**src/sv/visible_pixel_bounding_box_core_assert.svh**
```systemverilog
// Assertion macros used by the bounding-box core RTL.
// Each macro is empty in synthesis builds.
`ifndef VISIBLE_PIXEL_BOUNDING_BOX_CORE_ASSERT_SVH
`define VISIBLE_PIXEL_BOUNDING_BOX_CORE_ASSERT_SVH

`ifndef SYNTHESIS

// Clocked check that is switched off while reset is asserted.
`define VPBB_ASSERT(label, clk, rst_n, prop, msg) \
    label: assert property (@(posedge clk) disable iff (!rst_n) prop) else $error(msg);

// Clocked check that also holds during reset.
`define VPBB_ASSERT_ALWAYS(label, clk, prop, msg) \
    label: assert property (@(posedge clk) prop) else $error(msg);

`else

`define VPBB_ASSERT(label, clk, rst_n, prop, msg)

`define VPBB_ASSERT_ALWAYS(label, clk, prop, msg)

`endif

`endif

```
**src/sv/vpbb_pkg.sv**
```systemverilog
package vpbb_pkg;

    // Frame geometry limits.
    localparam int MAX_DIM  = 4096;
    localparam int DIM_W    = 13;
    localparam int COORD_W  = 12;

    // Pixel layout and visibility test.
    localparam int          PIXEL_W         = 32;
    localparam int          ALPHA_LSB       = 24;
    localparam logic [7:0]  ALPHA_MASK      = 8'hFF;
    localparam logic [7:0]  ALPHA_THRESHOLD = 8'd8;
    localparam logic [31:0] RGB_MASK        = 32'h00FF_FFFF;

    // Configuration register map.
    localparam int CFG_INDEX_W = 2;
    localparam int CFG_DATA_W  = 13;

    typedef enum logic [CFG_INDEX_W-1:0] {
        REG_FRAME_WIDTH  = 2'd0,
        REG_FRAME_HEIGHT = 2'd1,
        REG_ALPHA_MODE   = 2'd2
    } cfg_reg_t;

    localparam logic [DIM_W-1:0] FRAME_WIDTH_RESET  = 13'd640;
    localparam logic [DIM_W-1:0] FRAME_HEIGHT_RESET = 13'd480;
    localparam logic             ALPHA_MODE_RESET   = 1'b1;

    // Position and visibility of the item held in the input register.
    typedef struct packed {
        logic               visible;
        logic [COORD_W-1:0] col;
        logic [COORD_W-1:0] row;
        logic               frame_end;
    } scan_t;

    // One finished bounding box.
    typedef struct packed {
        logic               found;
        logic [COORD_W-1:0] left;
        logic [COORD_W-1:0] top;
        logic [DIM_W-1:0]   width;
        logic [DIM_W-1:0]   height;
    } box_t;

    // A size of zero acts as one and a size above the maximum is clamped.
    function automatic logic [DIM_W-1:0] eff_dim(input logic [DIM_W-1:0] v);
        logic [DIM_W-1:0] r;
        if (v == '0)
            r = DIM_W'(1);
        else if (v > DIM_W'(MAX_DIM))
            r = DIM_W'(MAX_DIM);
        else
            r = v;
        return r;
    endfunction

endpackage

```
**src/sv/vpbb_if.sv**
```systemverilog
// Pixel stream channel.
interface vpbb_pixel_if;
    logic        valid;
    logic        ready;
    logic [31:0] pixel_argb;

    modport source (output valid, output pixel_argb, input ready);
    modport sink   (input valid, input pixel_argb, output ready);
endinterface

// Bounding-box result channel.
interface vpbb_box_if;
    logic        valid;
    logic        ready;
    logic        found;
    logic [11:0] box_left;
    logic [11:0] box_top;
    logic [12:0] box_width;
    logic [12:0] box_height;

    modport source (output valid, output found, output box_left, output box_top,
                    output box_width, output box_height, input ready);
    modport sink   (input valid, input found, input box_left, input box_top,
                    input box_width, input box_height, output ready);
endinterface

```
**src/sv/vpbb_scan.sv**
```systemverilog
module vpbb_scan
(
    input  logic                          clk,
    input  logic                          rst_n,
    input  logic                          advance,
    input  logic [vpbb_pkg::PIXEL_W-1:0]  pixel,
    input  logic [vpbb_pkg::DIM_W-1:0]    frame_width,
    input  logic [vpbb_pkg::DIM_W-1:0]    frame_height,
    input  logic                          alpha_mode,
    output vpbb_pkg::scan_t               scan
);
    import vpbb_pkg::*;

    logic [COORD_W-1:0] col_reg, col_next;
    logic [COORD_W-1:0] row_reg, row_next;
    logic [DIM_W-1:0]   w_eff;
    logic [DIM_W-1:0]   h_eff;
    logic [7:0]         alpha;
    logic               last_col;
    logic               last_row;

    // Visibility test on the held pixel.
    assign alpha = 8'(pixel >> ALPHA_LSB) & ALPHA_MASK;

    assign scan.visible = alpha_mode ? (alpha > ALPHA_THRESHOLD)
                                     : ((pixel & RGB_MASK) != '0);

    // A counter at or past the last column or row counts as being on it.
    assign w_eff    = eff_dim(frame_width);
    assign h_eff    = eff_dim(frame_height);
    assign last_col = ({1'b0, col_reg} + DIM_W'(1)) >= w_eff;
    assign last_row = ({1'b0, row_reg} + DIM_W'(1)) >= h_eff;

    assign scan.col       = col_reg;
    assign scan.row       = row_reg;
    assign scan.frame_end = last_col && last_row;

    // Raster position for the next pixel.
    always_comb
    begin
        col_next = col_reg;
        row_next = row_reg;
        if (advance)
        begin
            if (scan.frame_end)
            begin
                col_next = '0;
                row_next = '0;
            end
            else if (last_col)
            begin
                col_next = '0;
                row_next = row_reg + COORD_W'(1);
            end
            else
            begin
                col_next = col_reg + COORD_W'(1);
            end
        end
    end

    always_ff @(posedge clk or negedge rst_n)
    begin
        if (!rst_n)
        begin
            col_reg <= '0;
            row_reg <= '0;
        end
        else
        begin
            col_reg <= col_next;
            row_reg <= row_next;
        end
    end

endmodule

```
**src/sv/vpbb_track.sv**
```systemverilog
module vpbb_track
(
    input  logic            clk,
    input  logic            rst_n,
    input  logic            advance,
    input  vpbb_pkg::scan_t scan,
    output vpbb_pkg::box_t  box
);
    import vpbb_pkg::*;

    logic               any_reg, any_next;
    logic [COORD_W-1:0] lcol_reg, lcol_next;
    logic [COORD_W-1:0] gcol_reg, gcol_next;
    logic [COORD_W-1:0] lrow_reg, lrow_next;
    logic [COORD_W-1:0] grow_reg, grow_next;
    logic               upd_any;
    logic [COORD_W-1:0] upd_lcol, upd_gcol, upd_lrow, upd_grow;

    // Bounds including the current pixel.
    always_comb
    begin
        upd_any  = any_reg;
        upd_lcol = lcol_reg;
        upd_gcol = gcol_reg;
        upd_lrow = lrow_reg;
        upd_grow = grow_reg;
        if (scan.visible)
        begin
            upd_any = 1'b1;
            if (!any_reg)
            begin
                upd_lcol = scan.col;
                upd_gcol = scan.col;
                upd_lrow = scan.row;
                upd_grow = scan.row;
            end
            else
            begin
                if (scan.col < lcol_reg)
                    upd_lcol = scan.col;
                if (scan.col > gcol_reg)
                    upd_gcol = scan.col;
                if (scan.row < lrow_reg)
                    upd_lrow = scan.row;
                if (scan.row > grow_reg)
                    upd_grow = scan.row;
            end
        end
    end

    // Box for a frame that ends on the current pixel; all zero when empty.
    always_comb
    begin
        box.found  = upd_any;
        box.left   = '0;
        box.top    = '0;
        box.width  = '0;
        box.height = '0;
        if (upd_any)
        begin
            box.left   = upd_lcol;
            box.top    = upd_lrow;
            box.width  = {1'b0, upd_gcol} - {1'b0, upd_lcol} + DIM_W'(1);
            box.height = {1'b0, upd_grow} - {1'b0, upd_lrow} + DIM_W'(1);
        end
    end

    // Commit the bounds, or clear them at the end of a frame.
    always_comb
    begin
        any_next  = any_reg;
        lcol_next = lcol_reg;
        gcol_next = gcol_reg;
        lrow_next = lrow_reg;
        grow_next = grow_reg;
        if (advance)
        begin
            if (scan.frame_end)
            begin
                any_next  = 1'b0;
                lcol_next = '0;
                gcol_next = '0;
                lrow_next = '0;
                grow_next = '0;
            end
            else
            begin
                any_next  = upd_any;
                lcol_next = upd_lcol;
                gcol_next = upd_gcol;
                lrow_next = upd_lrow;
                grow_next = upd_grow;
            end
        end
    end

    always_ff @(posedge clk or negedge rst_n)
    begin
        if (!rst_n)
        begin
            any_reg  <= 1'b0;
            lcol_reg <= '0;
            gcol_reg <= '0;
            lrow_reg <= '0;
            grow_reg <= '0;
        end
        else
        begin
            any_reg  <= any_next;
            lcol_reg <= lcol_next;
            gcol_reg <= gcol_next;
            lrow_reg <= lrow_next;
            grow_reg <= grow_next;
        end
    end

endmodule

```
**src/sv/visible_pixel_bounding_box_core.sv**
```systemverilog
// A frame's last pixel is held in the input register, and its box then goes to the result register.
// Throughput: one pixel per cycle, set by the single input register stage; the input
// stalls only when a frame's last pixel finds the result register still occupied.
// Reset clears the raster counters, the bounds and both valid flags, and loads the
// frame size 640 x 480 with alpha mode on.
module visible_pixel_bounding_box_core
(
    input  logic                              clk,
    input  logic                              rst_n,
    input  logic                              cfg_we,
    input  logic [vpbb_pkg::CFG_INDEX_W-1:0]  cfg_index,
    input  logic [vpbb_pkg::CFG_DATA_W-1:0]   cfg_data,
    vpbb_pixel_if.sink                        pix,
    vpbb_box_if.source                        box
);
    import vpbb_pkg::*;

    `include "visible_pixel_bounding_box_core_assert.svh"

    logic [DIM_W-1:0]   frame_width_reg;
    logic [DIM_W-1:0]   frame_height_reg;
    logic               alpha_mode_reg;
    logic               in_valid_reg, in_valid_next;
    logic [PIXEL_W-1:0] in_pixel_reg;
    logic               out_valid_reg, out_valid_next;
    box_t               out_box_reg;
    logic               advance;
    logic               out_load;
    logic               accept;
    scan_t              scan;
    box_t               frame_box;

    // Configuration registers.
    always_ff @(posedge clk or negedge rst_n)
    begin
        if (!rst_n)
        begin
            frame_width_reg  <= FRAME_WIDTH_RESET;
            frame_height_reg <= FRAME_HEIGHT_RESET;
            alpha_mode_reg   <= ALPHA_MODE_RESET;
        end
        else if (cfg_we)
        begin
            case (cfg_index)
                REG_FRAME_WIDTH:  frame_width_reg  <= cfg_data;
                REG_FRAME_HEIGHT: frame_height_reg <= cfg_data;
                REG_ALPHA_MODE:   alpha_mode_reg   <= cfg_data[0];
                default:          ;
            endcase
        end
    end

    // The held item moves on unless it ends a frame while the result is blocked.
    assign advance   = in_valid_reg && (!scan.frame_end || !out_valid_reg || box.ready);
    assign out_load  = advance && scan.frame_end;
    assign pix.ready = !in_valid_reg || advance;
    assign accept    = pix.valid && pix.ready;

    // Input register.
    always_comb
    begin
        in_valid_next = in_valid_reg;
        if (accept)
            in_valid_next = 1'b1;
        else if (advance)
            in_valid_next = 1'b0;
    end

    always_ff @(posedge clk or negedge rst_n)
    begin
        if (!rst_n)
            in_valid_reg <= 1'b0;
        else
            in_valid_reg <= in_valid_next;
    end

    always_ff @(posedge clk)
    begin
        if (accept)
            in_pixel_reg <= pix.pixel_argb;
    end

    // Raster position and visibility.
    vpbb_scan u_scan
    (
        .clk          (clk),
        .rst_n        (rst_n),
        .advance      (advance),
        .pixel        (in_pixel_reg),
        .frame_width  (frame_width_reg),
        .frame_height (frame_height_reg),
        .alpha_mode   (alpha_mode_reg),
        .scan         (scan)
    );

    // Bounds of the visible pixels.
    vpbb_track u_track
    (
        .clk     (clk),
        .rst_n   (rst_n),
        .advance (advance),
        .scan    (scan),
        .box     (frame_box)
    );

    // Result register.
    always_comb
    begin
        out_valid_next = out_valid_reg;
        if (out_load)
            out_valid_next = 1'b1;
        else if (box.ready)
            out_valid_next = 1'b0;
    end

    always_ff @(posedge clk or negedge rst_n)
    begin
        if (!rst_n)
            out_valid_reg <= 1'b0;
        else
            out_valid_reg <= out_valid_next;
    end

    always_ff @(posedge clk)
    begin
        if (out_load)
            out_box_reg <= frame_box;
    end

    assign box.valid      = out_valid_reg;
    assign box.found      = out_box_reg.found;
    assign box.box_left   = out_box_reg.left;
    assign box.box_top    = out_box_reg.top;
    assign box.box_width  = out_box_reg.width;
    assign box.box_height = out_box_reg.height;

    // An empty frame reports an all-zero box.
    `VPBB_ASSERT(a_empty_zero, clk, rst_n, (out_valid_reg && !out_box_reg.found) |-> (out_box_reg.left == '0 && out_box_reg.top == '0 && out_box_reg.width == '0 && out_box_reg.height == '0), "empty frame with nonzero box")

    // A found box always covers at least one pixel.
    `VPBB_ASSERT(a_found_size, clk, rst_n, (out_valid_reg && out_box_reg.found) |-> (out_box_reg.width != '0 && out_box_reg.height != '0), "found box with zero size")

    // A result appears only after the last pixel of a frame moved on.
    `VPBB_ASSERT(a_result_source, clk, rst_n, $rose(out_valid_reg) |-> $past(advance && scan.frame_end), "result without frame end")

    // A held item that cannot move on stays held.
    `VPBB_ASSERT(a_hold_item, clk, rst_n, (in_valid_reg && !advance) |=> in_valid_reg, "held item dropped")

    // Reset leaves both stages empty.
    `VPBB_ASSERT_ALWAYS(a_reset_empty, clk, !rst_n |-> (!in_valid_reg && !out_valid_reg), "stage valid during reset")

endmodule
```
**src/flat_wrapper.sv**
```systemverilog
// flat-port wrapper written by rule: the top's interface ports become plain ports
module visible_pixel_bounding_box_core_flat import vpbb_pkg::*;
  (clk, rst_n, cfg_we, cfg_index, cfg_data, pix_valid, pix_pixel_argb, pix_ready, box_valid, box_found, box_box_left, box_box_top, box_box_width, box_box_height, box_ready);
  vpbb_pixel_if pix_i ();
  vpbb_box_if box_i ();
  input  logic clk;
  input  logic rst_n;
  input  logic cfg_we;
  input  logic [vpbb_pkg::CFG_INDEX_W-1:0] cfg_index;
  input  logic [vpbb_pkg::CFG_DATA_W-1:0] cfg_data;
  input wire logic [$bits(pix_i.valid)-1:0] pix_valid;
  input wire logic [$bits(pix_i.pixel_argb)-1:0] pix_pixel_argb;
  output wire logic [$bits(pix_i.ready)-1:0] pix_ready;
  output wire logic [$bits(box_i.valid)-1:0] box_valid;
  output wire logic [$bits(box_i.found)-1:0] box_found;
  output wire logic [$bits(box_i.box_left)-1:0] box_box_left;
  output wire logic [$bits(box_i.box_top)-1:0] box_box_top;
  output wire logic [$bits(box_i.box_width)-1:0] box_box_width;
  output wire logic [$bits(box_i.box_height)-1:0] box_box_height;
  input wire logic [$bits(box_i.ready)-1:0] box_ready;
  assign pix_i.valid = pix_valid;
  assign pix_i.pixel_argb = pix_pixel_argb;
  assign pix_ready = pix_i.ready;
  assign box_valid = box_i.valid;
  assign box_found = box_i.found;
  assign box_box_left = box_i.box_left;
  assign box_box_top = box_i.box_top;
  assign box_box_width = box_i.box_width;
  assign box_box_height = box_i.box_height;
  assign box_i.ready = box_ready;
  visible_pixel_bounding_box_core u_core (.clk(clk), .rst_n(rst_n), .cfg_we(cfg_we), .cfg_index(cfg_index), .cfg_data(cfg_data), .pix(pix_i), .box(box_i));
endmodule
```
**config.mk**
```make
export PLATFORM = sky130hd
export DESIGN_NAME = visible_pixel_bounding_box_core_flat
export DESIGN_NICKNAME = d
export VERILOG_FILES = /design/src/sv/vpbb_pkg.sv /design/src/sv/vpbb_if.sv /design/src/sv/vpbb_scan.sv /design/src/sv/vpbb_track.sv /design/src/sv/visible_pixel_bounding_box_core.sv /design/src/flat_wrapper.sv
export VERILOG_INCLUDE_DIRS = /design/src /design/src/sv
export SDC_FILE = /design/constraint.sdc
export NUM_CORES = 1
export LEC_CHECK = 0
export BUFFER_PORTS_ARGS = -buffer_cell sky130_fd_sc_hd__buf_4
export CORE_MARGIN = 8
export CORE_UTILIZATION = 55
export DETAILED_ROUTE_END_ITERATION = 8
export PLACE_DENSITY = 0.85
export SYNTH_ARGS = -nofsm -noshare
export SYNTH_HDL_FRONTEND = slang
export SYNTH_SLANG_ARGS = --single-unit
```
**constraint.sdc**
```tcl
create_clock -name clk -period 16.2 [get_ports clk]
set_input_delay 3.24 -clock clk [delete_from_list [all_inputs] [get_ports clk]]
set_output_delay 3.24 -clock clk [all_outputs]
set_load 0.005 [all_outputs]
```
* Word-level counts from Yosys, hierarchy flattened
Cells that the tools add are included.
Storage, ports and cells: register bits 185, bits in latches 0, RAM bits 0, ROM bits 0, bits of input ports 52, output and inout bits 53, logic and storage cells 89, memories 0
Cells by class: add/subtract/negate cells 8, multipliers 0, divide/modulo/power cells 0, magnitude comparators 9, equality and inequality tests 2, shift-type cells 0, multiplexer cells 31, bitwise operators 0, reduce and logical (&&, ||, !) cells 21
Operators with widths (number):
- 12-bit 2-to-1 mux | 20
- 13-bit 2-to-1 mux | 4
- 32-bit nonzero test | 1
- 12-bit by 1-bit adder with 13-bit output, second input constant | 2
- 13-bit by 1-bit adder with 13-bit output, second input constant | 2
- 13-bit >= comparator | 2
- 13-bit greater-than comparator, second input constant | 2
- 13-bit zero test | 2
- 12-bit by 12-bit subtractor with 13-bit output | 2
- 12-bit by 1-bit adder with 12-bit output, second input constant | 2
- 12-bit greater-than comparator | 2
- 12-bit < comparator | 2
- 8-bit by 4-bit greater-than comparator with 1-bit output, second input constant | 1
- 2-bit AND reduction | 4
- 1-bit 2-to-1 mux | 7
- 2-bit nonzero test | 3
- 1-bit logical AND | 4
- 1-bit zero test | 3
- 1-bit logical OR | 3
- 2-bit by 1-bit equality test with 1-bit output, second input constant | 1
- 2-bit equality test, second input constant | 1
- 2-bit zero test | 1

* Logic depth before layout (Yosys ltp)
Gate-level depths: netlist of the first run.
depth after elaboration 12, mapped depth 21, mapped depth without buffers 21

* By module
Synthesis of the first run repeated with hierarchy kept, for this count alone.
Unflattened totals: cell total of the unflattened synthesis 1055, area, all modules 11302.1 µm²
Modules (own cells, without submodules):
- vpbb_track | times used 1, cells each 643, area each 5427.7 µm², sequential area each 1226.2 µm²
- visible_pixel_bounding_box_core | times used 1, cells each 152, area each 3648.5 µm², sequential area each 3226.8 µm²
- vpbb_scan | times used 1, cells each 260, area each 2225.9 µm², sequential area each 600.6 µm²

* Worst setup path before layout of the first run
No wires, ideal clock.
path kind input to output, start point in box_ready, end point out pix_ready, arrival 3.485 ns, required time 12.960 ns, path slack 9.475 ns, stages 2, buffers on the path 0, path through nor2b_1 > nand3_1
On the way: word-level cells in the longest chain between the ends 3
Ends and longest elaborated chain:
- start, declared | RTL line flat_wrapper.sv:20 | input wire logic [$bits(box_i.ready)-1:0] box_ready;
- 1-bit logical OR | RTL line visible_pixel_bounding_box_core.sv:54 | assign advance = in_valid_reg && (!scan.frame_end || !out_valid_reg || box.ready);
- 1-bit logical AND | RTL line visible_pixel_bounding_box_core.sv:54
- 1-bit logical OR | RTL line visible_pixel_bounding_box_core.sv:56 | assign pix.ready = !in_valid_reg || advance;
- end, declared | RTL line flat_wrapper.sv:13 | output wire logic [$bits(pix_i.ready)-1:0] pix_ready;
No other way between the ends.

* Final worst setup path of the first run
start point reg u_core.u_scan.col_reg[2], end point out pix_ready
On the way: word-level cells in the longest chain between the ends 8
Ends and longest elaborated chain:
- start, declared | RTL line vpbb_scan.sv:14 | logic [COORD_W-1:0] col_reg, col_next;
- start signal, assigned | RTL line vpbb_scan.sv:71 | col_reg <= col_next;
- 12-bit by 1-bit adder with 13-bit output | RTL line vpbb_scan.sv:31 | assign last_col = ({1'b0, col_reg} + DIM_W'(1)) >= w_eff;
- 13-bit >= comparator | RTL line vpbb_scan.sv:31
- 1-bit logical AND | RTL line vpbb_scan.sv:36 | assign scan.frame_end = last_col && last_row;
- 1-bit zero test | RTL line visible_pixel_bounding_box_core.sv:54
- 1-bit logical OR (2 in series) | RTL line visible_pixel_bounding_box_core.sv:54
- 1-bit logical AND | RTL line visible_pixel_bounding_box_core.sv:54
- 1-bit logical OR | RTL line visible_pixel_bounding_box_core.sv:56
No other way between the ends.

==> flow_summary.toml, run 1 <==
[critical_path]
cpMostUsedCell = "and3_1"
slowest_stage = "dfrtp_1"
worstPathCellList = "and3_1 > and3_1 > and3_1 > and3_1 > and3_1 > xor2_1 > ha_1 > nand4_1 > o31a_1 > nor2_1 > nand3_1 > buf_4"
reg2regPathDepth = 16
cpPeakStageDelay_ns = 0.57
crit_required_ns = 12.96
rrSetupSlack_ns = 11.35
reg2reg_from = "u_core.u_scan.col_reg[9]$_DFFE_PN0P_"
crit_type = "flop to output pin"
rr_endpoint = "u_core.box.box_width[12]$_SDFFCE_PN0P_"
worstSetupEndpoint = "pix_ready"
crit_path_start = "u_core.u_scan.col_reg[2]$_DFFE_PN0P_"
path_max_fanout = 12
arrival_ns = 4.01
critPathLaunchType = "flop"
end_kind = "output pin"

[route]
drc = 0
wirelength_um = 23100
antenna_left = 0
drt-pass1-iter-count = 8
wire_per_inst_um = 16.5
vias_per_cell = 5.78
vias = 8086
drt_iter0_markers = 742

[cts]
numCtsBuffers = 17
cts.sinks = 185
root_buffer = "clkbuf_16"
ctsResizeCount = 0
postCtsSetupBuffers = 0
cts_tree = "built"
clock_path_buffers = 2
hold_buffers = 0
clk_latency_ns = 0.44
ctsHtreeMaxLevel = 4
clk_pin_slew_ns = 0.07

[die]
ioPinCount = 105
die_width_um = 156
start_util_pct = 55.7
die_area_um2 = 24200
die_y_um = 156
placement_rows = 51
core_area_um2 = 19300

[final_layout]
diodes = 0
largest_reg_flops = 32
drive_gt1_share_pct = 17.8
fillers = 1511
final_nets = 1296
stdcell_count = 1400
final_area_um2 = 12300
syn_to_final_growth_pct = 14.9

[global_route]
grt_pass1_vias = 7828
grt_usage_pct = 19.5
overflow = 0
grt_max_degree = 63
grt_pass1_wl_um = 38300
antenna_found_initial = 0

[logic_synthesis]
synth_edf_count = 83
yosysWarnings = 0
ys_top_cells_by_area = "edfxtp_1 (23%), dfrtp_1 (22%), ha_1 (14%), a22o_1 (4.2%), a21oi_1 (3.5%)"
synth_top_area_cell = "edfxtp_1"
synth.avg_cell_area_um2 = 10.3
yosysSeqAreaShare_pct = 47.1
postSynthCellCount = 1040
yosysMostFrequentCell = "ha_1"
synth-async-reset-ratio_pct = 55.1
yosys.area.top_type_share_pct = 23.2
ys_types = 51
ys_seq_elements = 185
synth_ff_type = "dfrtp_1"
synthTopCellsByCount = "ha_1 (120), dfrtp_1 (95), nor2_1 (94)"
syn-num-nets = 1214
synth.cell_area_um2 = 10700

[timing]
slew_headroom_pct = 21.0
rsz0062_at_grt = "false"
min_period_over_period_pct = 44.8
fin_crit_ns = 7.25
hold_viol = 0
hold_ws_ns = 0.502
worstMarginPinSlew_ns = 1.18
drv_slew = 0
fmax_ghz = 0.138
final-setup-viol-count = 0
tns_ns = 0
skew_ns = 0.0182

[place]
dpl_cell_area_um2 = 11700
gp_congestion = 0.873
port_buffers = 104
post-place-cells = 1368
dp_hpwl_um = 16900

[run_status]
status = "completed"

[hold_path]
holdCritPathClass = "flop to flop"
worstHoldStart = "u_core.u_track.lcol_reg[11]$_DFFE_PN0P_"

[run]
cap_viol_max_count = 0
[routing by layer]
metal  vias to the layer above  wire length, um  GRT usage, %
met2                       295            10600          30.8
met3                        44             1660          4.74
met1                      3829            10500          25.9
met4                         0              456          6.75
li1                       3918                -             -
met5                         -                0             0
[worst max-delay path, delay by kind of cell (launching register included)]
kind / cells / cell delay, ns
and+or+nand+nor: 8 / 1.94
DFF: 1 / 0.57
AOI/OAI and AO/OA: 1 / 0.47
adders and majority gates: 1 / 0.31
xor gates and xnor gates: 1 / 0.08
buffers and inverters: 1 / 0.19
[placed cells by master (no fill, tap or decap), types with 6 or more instances in the layout]
master	synthesis	final
a21o_1	7	7
a21oi_1	74	74
a22o_1	51	51
a31oi_1	8	8
and2_1	6	6
and3_1	17	17
buf_4	0	114
clkbuf_16	0	17
dfrtp_1	95	95
dfstp_2	7	7
edfxtp_1	83	83
ha_1	120	120
inv_1	64	64
inv_8	0	6
mux2_2	30	30
nand2_1	88	88
nand2b_1	10	10
nand3_1	22	22
nand4_1	10	10
nor2_1	94	93
nor2b_1	20	19
nor3_1	12	12
nor4_1	15	15
o21a_1	6	6
o21ai_0	68	68
o2bb2ai_1	11	11
o31ai_1	6	6
or2_2	9	9
xnor2_1	9	9
xor2_1	16	16
[how the worst min path moves through the flow]
stage                                                         end  slack, ns  depth (start not counted)
after floorplan           u_core.u_track.gcol_reg[11]$_DFFE_PN0P_       0.47                          1
after global placement     u_core.u_track.lcol_reg[2]$_DFFE_PN0P_       0.48                          1
after detailed placement   u_core.u_track.lrow_reg[9]$_DFFE_PN0P_       0.48                          1
after CTS                  u_core.u_track.grow_reg[1]$_DFFE_PN0P_       0.51                          1
after global routing       u_core.u_track.gcol_reg[1]$_DFFE_PN0P_       0.52                          1
final                     u_core.u_track.lcol_reg[11]$_DFFE_PN0P_       0.50                          1
[per-stage QoR]
stage	util, %	worst slack, ns
after floorplan	-	9.47
after global placement	60.9	9.18
after detailed placement	60.9	9.15
after CTS	64.0	9.02
after global routing	64.0	8.69
final	64.0	8.95
[area by class of cell]
| type | instances | area [um^2] | area share, % |
|---|---|---|---|
| clock inverters | 15 | 171 | 1.39 |
| clock buffers | 17 | 425 | 3.45 |
| multi-input cells | 739 | 5250 | 42.6 |
| repair buffers | 114 | 856 | 6.94 |
| inverters | 65 | 244 | 1.98 |
| well taps | 265 | 332 | 2.69 |
| flip-flops and latches | 185 | 5050 | 41.0 |
[cells by family (layout without fill, tap and decap cells)]
group / Yosys count / in the layout / synth area share (%)
flops: 185 / 185 / 47.1
mux: 32 / 32 / 3.34
fa+ha+maj: 122 / 122 / 14.4
simple gates: 309 / 309 / 13.5
compound gates: 251 / 251 / 15.4
xor+xnor: 25 / 25 / 2.04
buf+inv: 116 / 211 / 4.27
Power of run 1 is left out: the tool's default activity adds up to more than one toggle a clock period on the data nets, which glitch-free logic cannot reach.
==> run 2, diff against run 1 <==
--- a/config.mk
+++ b/config.mk
@@ -8,9 +8,9 @@
 export LEC_CHECK = 0
 export BUFFER_PORTS_ARGS = -buffer_cell sky130_fd_sc_hd__buf_4
 export CORE_MARGIN = 8
-export CORE_UTILIZATION = 55
+export CORE_UTILIZATION = 54
 export DETAILED_ROUTE_END_ITERATION = 8
-export PLACE_DENSITY = 0.85
+export PLACE_DENSITY = 0.87
 export SYNTH_ARGS = -nofsm -noshare
 export SYNTH_HDL_FRONTEND = slang
 export SYNTH_SLANG_ARGS = --single-unit
==> constraint.sdc (replaced) <==
create_clock -name clk -period 6.3 [get_ports clk]
set_input_delay 1.26 -clock clk [delete_from_list [all_inputs] [get_ports clk]]
set_output_delay 1.26 -clock clk [all_outputs]
set_load 0.005 [all_outputs]
==> run 2 against run 1 <==
Compared with the run above: sequential cell count unchanged; highest routed layer unchanged; sequential share of layout area increased by 0.096 points; clock skew decreased by 0.010 ns; non-clock buffer count increased by 2; design area decreased by 0.23%; cell count increased by 0.14%; count of clock-buffer cells in the layout increased by 3.
==> flow_summary.toml, run 2 (same netlist as run 1, synthesis figures left out) <==
[die]
die_y_um = 157
ioPinCount = 105
die_width_um = 157
placement_rows = 51
core_area_um2 = 19500
start_util_pct = 55.1
die_area_um2 = 24600

[route]
vias = 8073
drc = 0
wire_per_inst_um = 16.9
drt-pass1-iter-count = 5
wirelength_um = 23700
drt_iter0_markers = 642
vias_per_cell = 5.76
antenna_left = 0

[critical_path]
arrival_ns = 3.93
rr_endpoint = "u_core.box.box_height[11]$_SDFFCE_PN0P_"
rrSetupSlack_ns = 1.47
critPathLaunchType = "flop"
end_kind = "output pin"
crit_required_ns = 5.04
crit_type = "flop to output pin"
reg2reg_from = "u_core.in_pixel_reg[8]$_DFFE_PP_"
path_max_fanout = 11
reg2regPathDepth = 17

[timing]
fin_crit_ns = 5.19
final-setup-viol-count = 0
slew_headroom_pct = 30.7
drv_slew = 0
min_period_over_period_pct = 82.3
fmax_ghz = 0.193
hold_viol = 0
layout_setup_ws_ns = 1.11
worstMarginPinSlew_ns = 1.03
tns_ns = 0
skew_ns = 0.00803
rsz0062_at_grt = "false"

[place]
dp_hpwl_um = 17400
gp_congestion = 0.880
dpl_cell_area_um2 = 11700
port_buffers = 104
pre_cts_slack_ns = 1.58

[final_layout]
final_nets = 1298
largest_reg_flops = 32
utilization_pct = 63.2
syn_to_final_growth_pct = 14.7
final_area_um2 = 12300
diodes = 0
fillers = 1482
final_common_cell = "ha_1"
drive_gt1_share_pct = 17.6
mostFrequentLayoutCells = "ha_1 (120), buf_4 (116), dfrtp_1 (95), nor2_1 (93), nand2_1 (88)"

[global_route]
grt_usage_pct = 19.6
overflow = 0
antenna_found_initial = 0
grt_pass1_vias = 8043
grt_pass1_wl_um = 39200
grt_max_degree = 79

[cts]
postCtsSetupBuffers = 0
ctsHtreeMaxLevel = 4
cts_tree = "built"
root_buffer = "clkbuf_16"
ctsResizeCount = 0
clock_path_buffers = 2
clk_latency_ns = 0.43
cts.sinks = 185
numCtsBuffers = 17
clk_pin_slew_ns = 0.07
hold_buffers = 0

[run]
cap_viol_max_count = 0

[hold_path]
holdCritPathClass = "flop to flop"
min_to = "u_core.u_track.gcol_reg[8]$_DFFE_PN0P_"
hold_path_depth = 1
worstHoldStart = "u_core.u_track.gcol_reg[8]$_DFFE_PN0P_"

[run_status]
status = "completed"
## run 2: worst max-delay path by stage
stage	from	to	slack, ns	depth (start not counted)
after global routing	u_core.u_scan.col_reg[0]$_DFFE_PN0P_	pix_ready	0.80	13
after detailed placement	u_core.in_pixel_reg[11]$_DFFE_PP_	u_core.box.box_height[11]$_SDFFCE_PN0P_	1.58	17
after global placement	u_core.u_scan.col_reg[9]$_DFFE_PN0P_	u_core.box.box_width[12]$_SDFFCE_PN0P_	1.63	16
after CTS	u_core.u_scan.col_reg[2]$_DFFE_PN0P_	pix_ready	1.13	14
final	u_core.u_scan.col_reg[0]$_DFFE_PN0P_	pix_ready	1.11	13
after floorplan	u_core.u_scan.col_reg[2]$_DFFE_PN0P_	u_core.box.box_height[0]$_SDFFCE_PN0P_	1.07	12
## run 2: final cells by class
cell class / count / area, um^2 / share of cell area, %
Inverter: 65 / 244 / 1.98
Clock buffer: 20 / 437 / 3.55
Clock inverter: 12 / 116 / 0.946
Tap cell: 265 / 332 / 2.70
Timing Repair Buffer: 116 / 871 / 7.08
Sequential cell: 185 / 5050 / 41.1
Multi-Input combinational cell: 739 / 5250 / 42.7
## run 2: per-stage QoR
step,cells,hold WS (ns)
after floorplan,1040,0.466
after global placement,1370,0.483
after detailed placement,1370,0.481
after CTS,1402,0.503
after global routing,1402,0.513
final,1402,0.502
## run 2: per-layer routing
layer  up-vias  global-route usage, %  wire [um]
met5         -                      0          0
met4         0                   5.63        272
met3        29                   4.11       1730
met2       306                   31.8      10900
met1      3824                   26.2      10900
li1       3914                      -          -
## run 2: worst max-delay path, cell delays in order (launching register included)
cell and delay, ns:
dfrtp_1 0.57, ha_1 0.33, and3_1 0.29, and3_1 0.26, and3_1 0.25, xor2_1 0.17, ha_1 0.27, a21oi_1 0.15
o21ai_0 0.08, a21oi_1 0.17, o31a_1 0.43, nor2_1 0.16, nand3_1 0.21, buf_4 0.15
Power of run 2 is left out for the same reason.
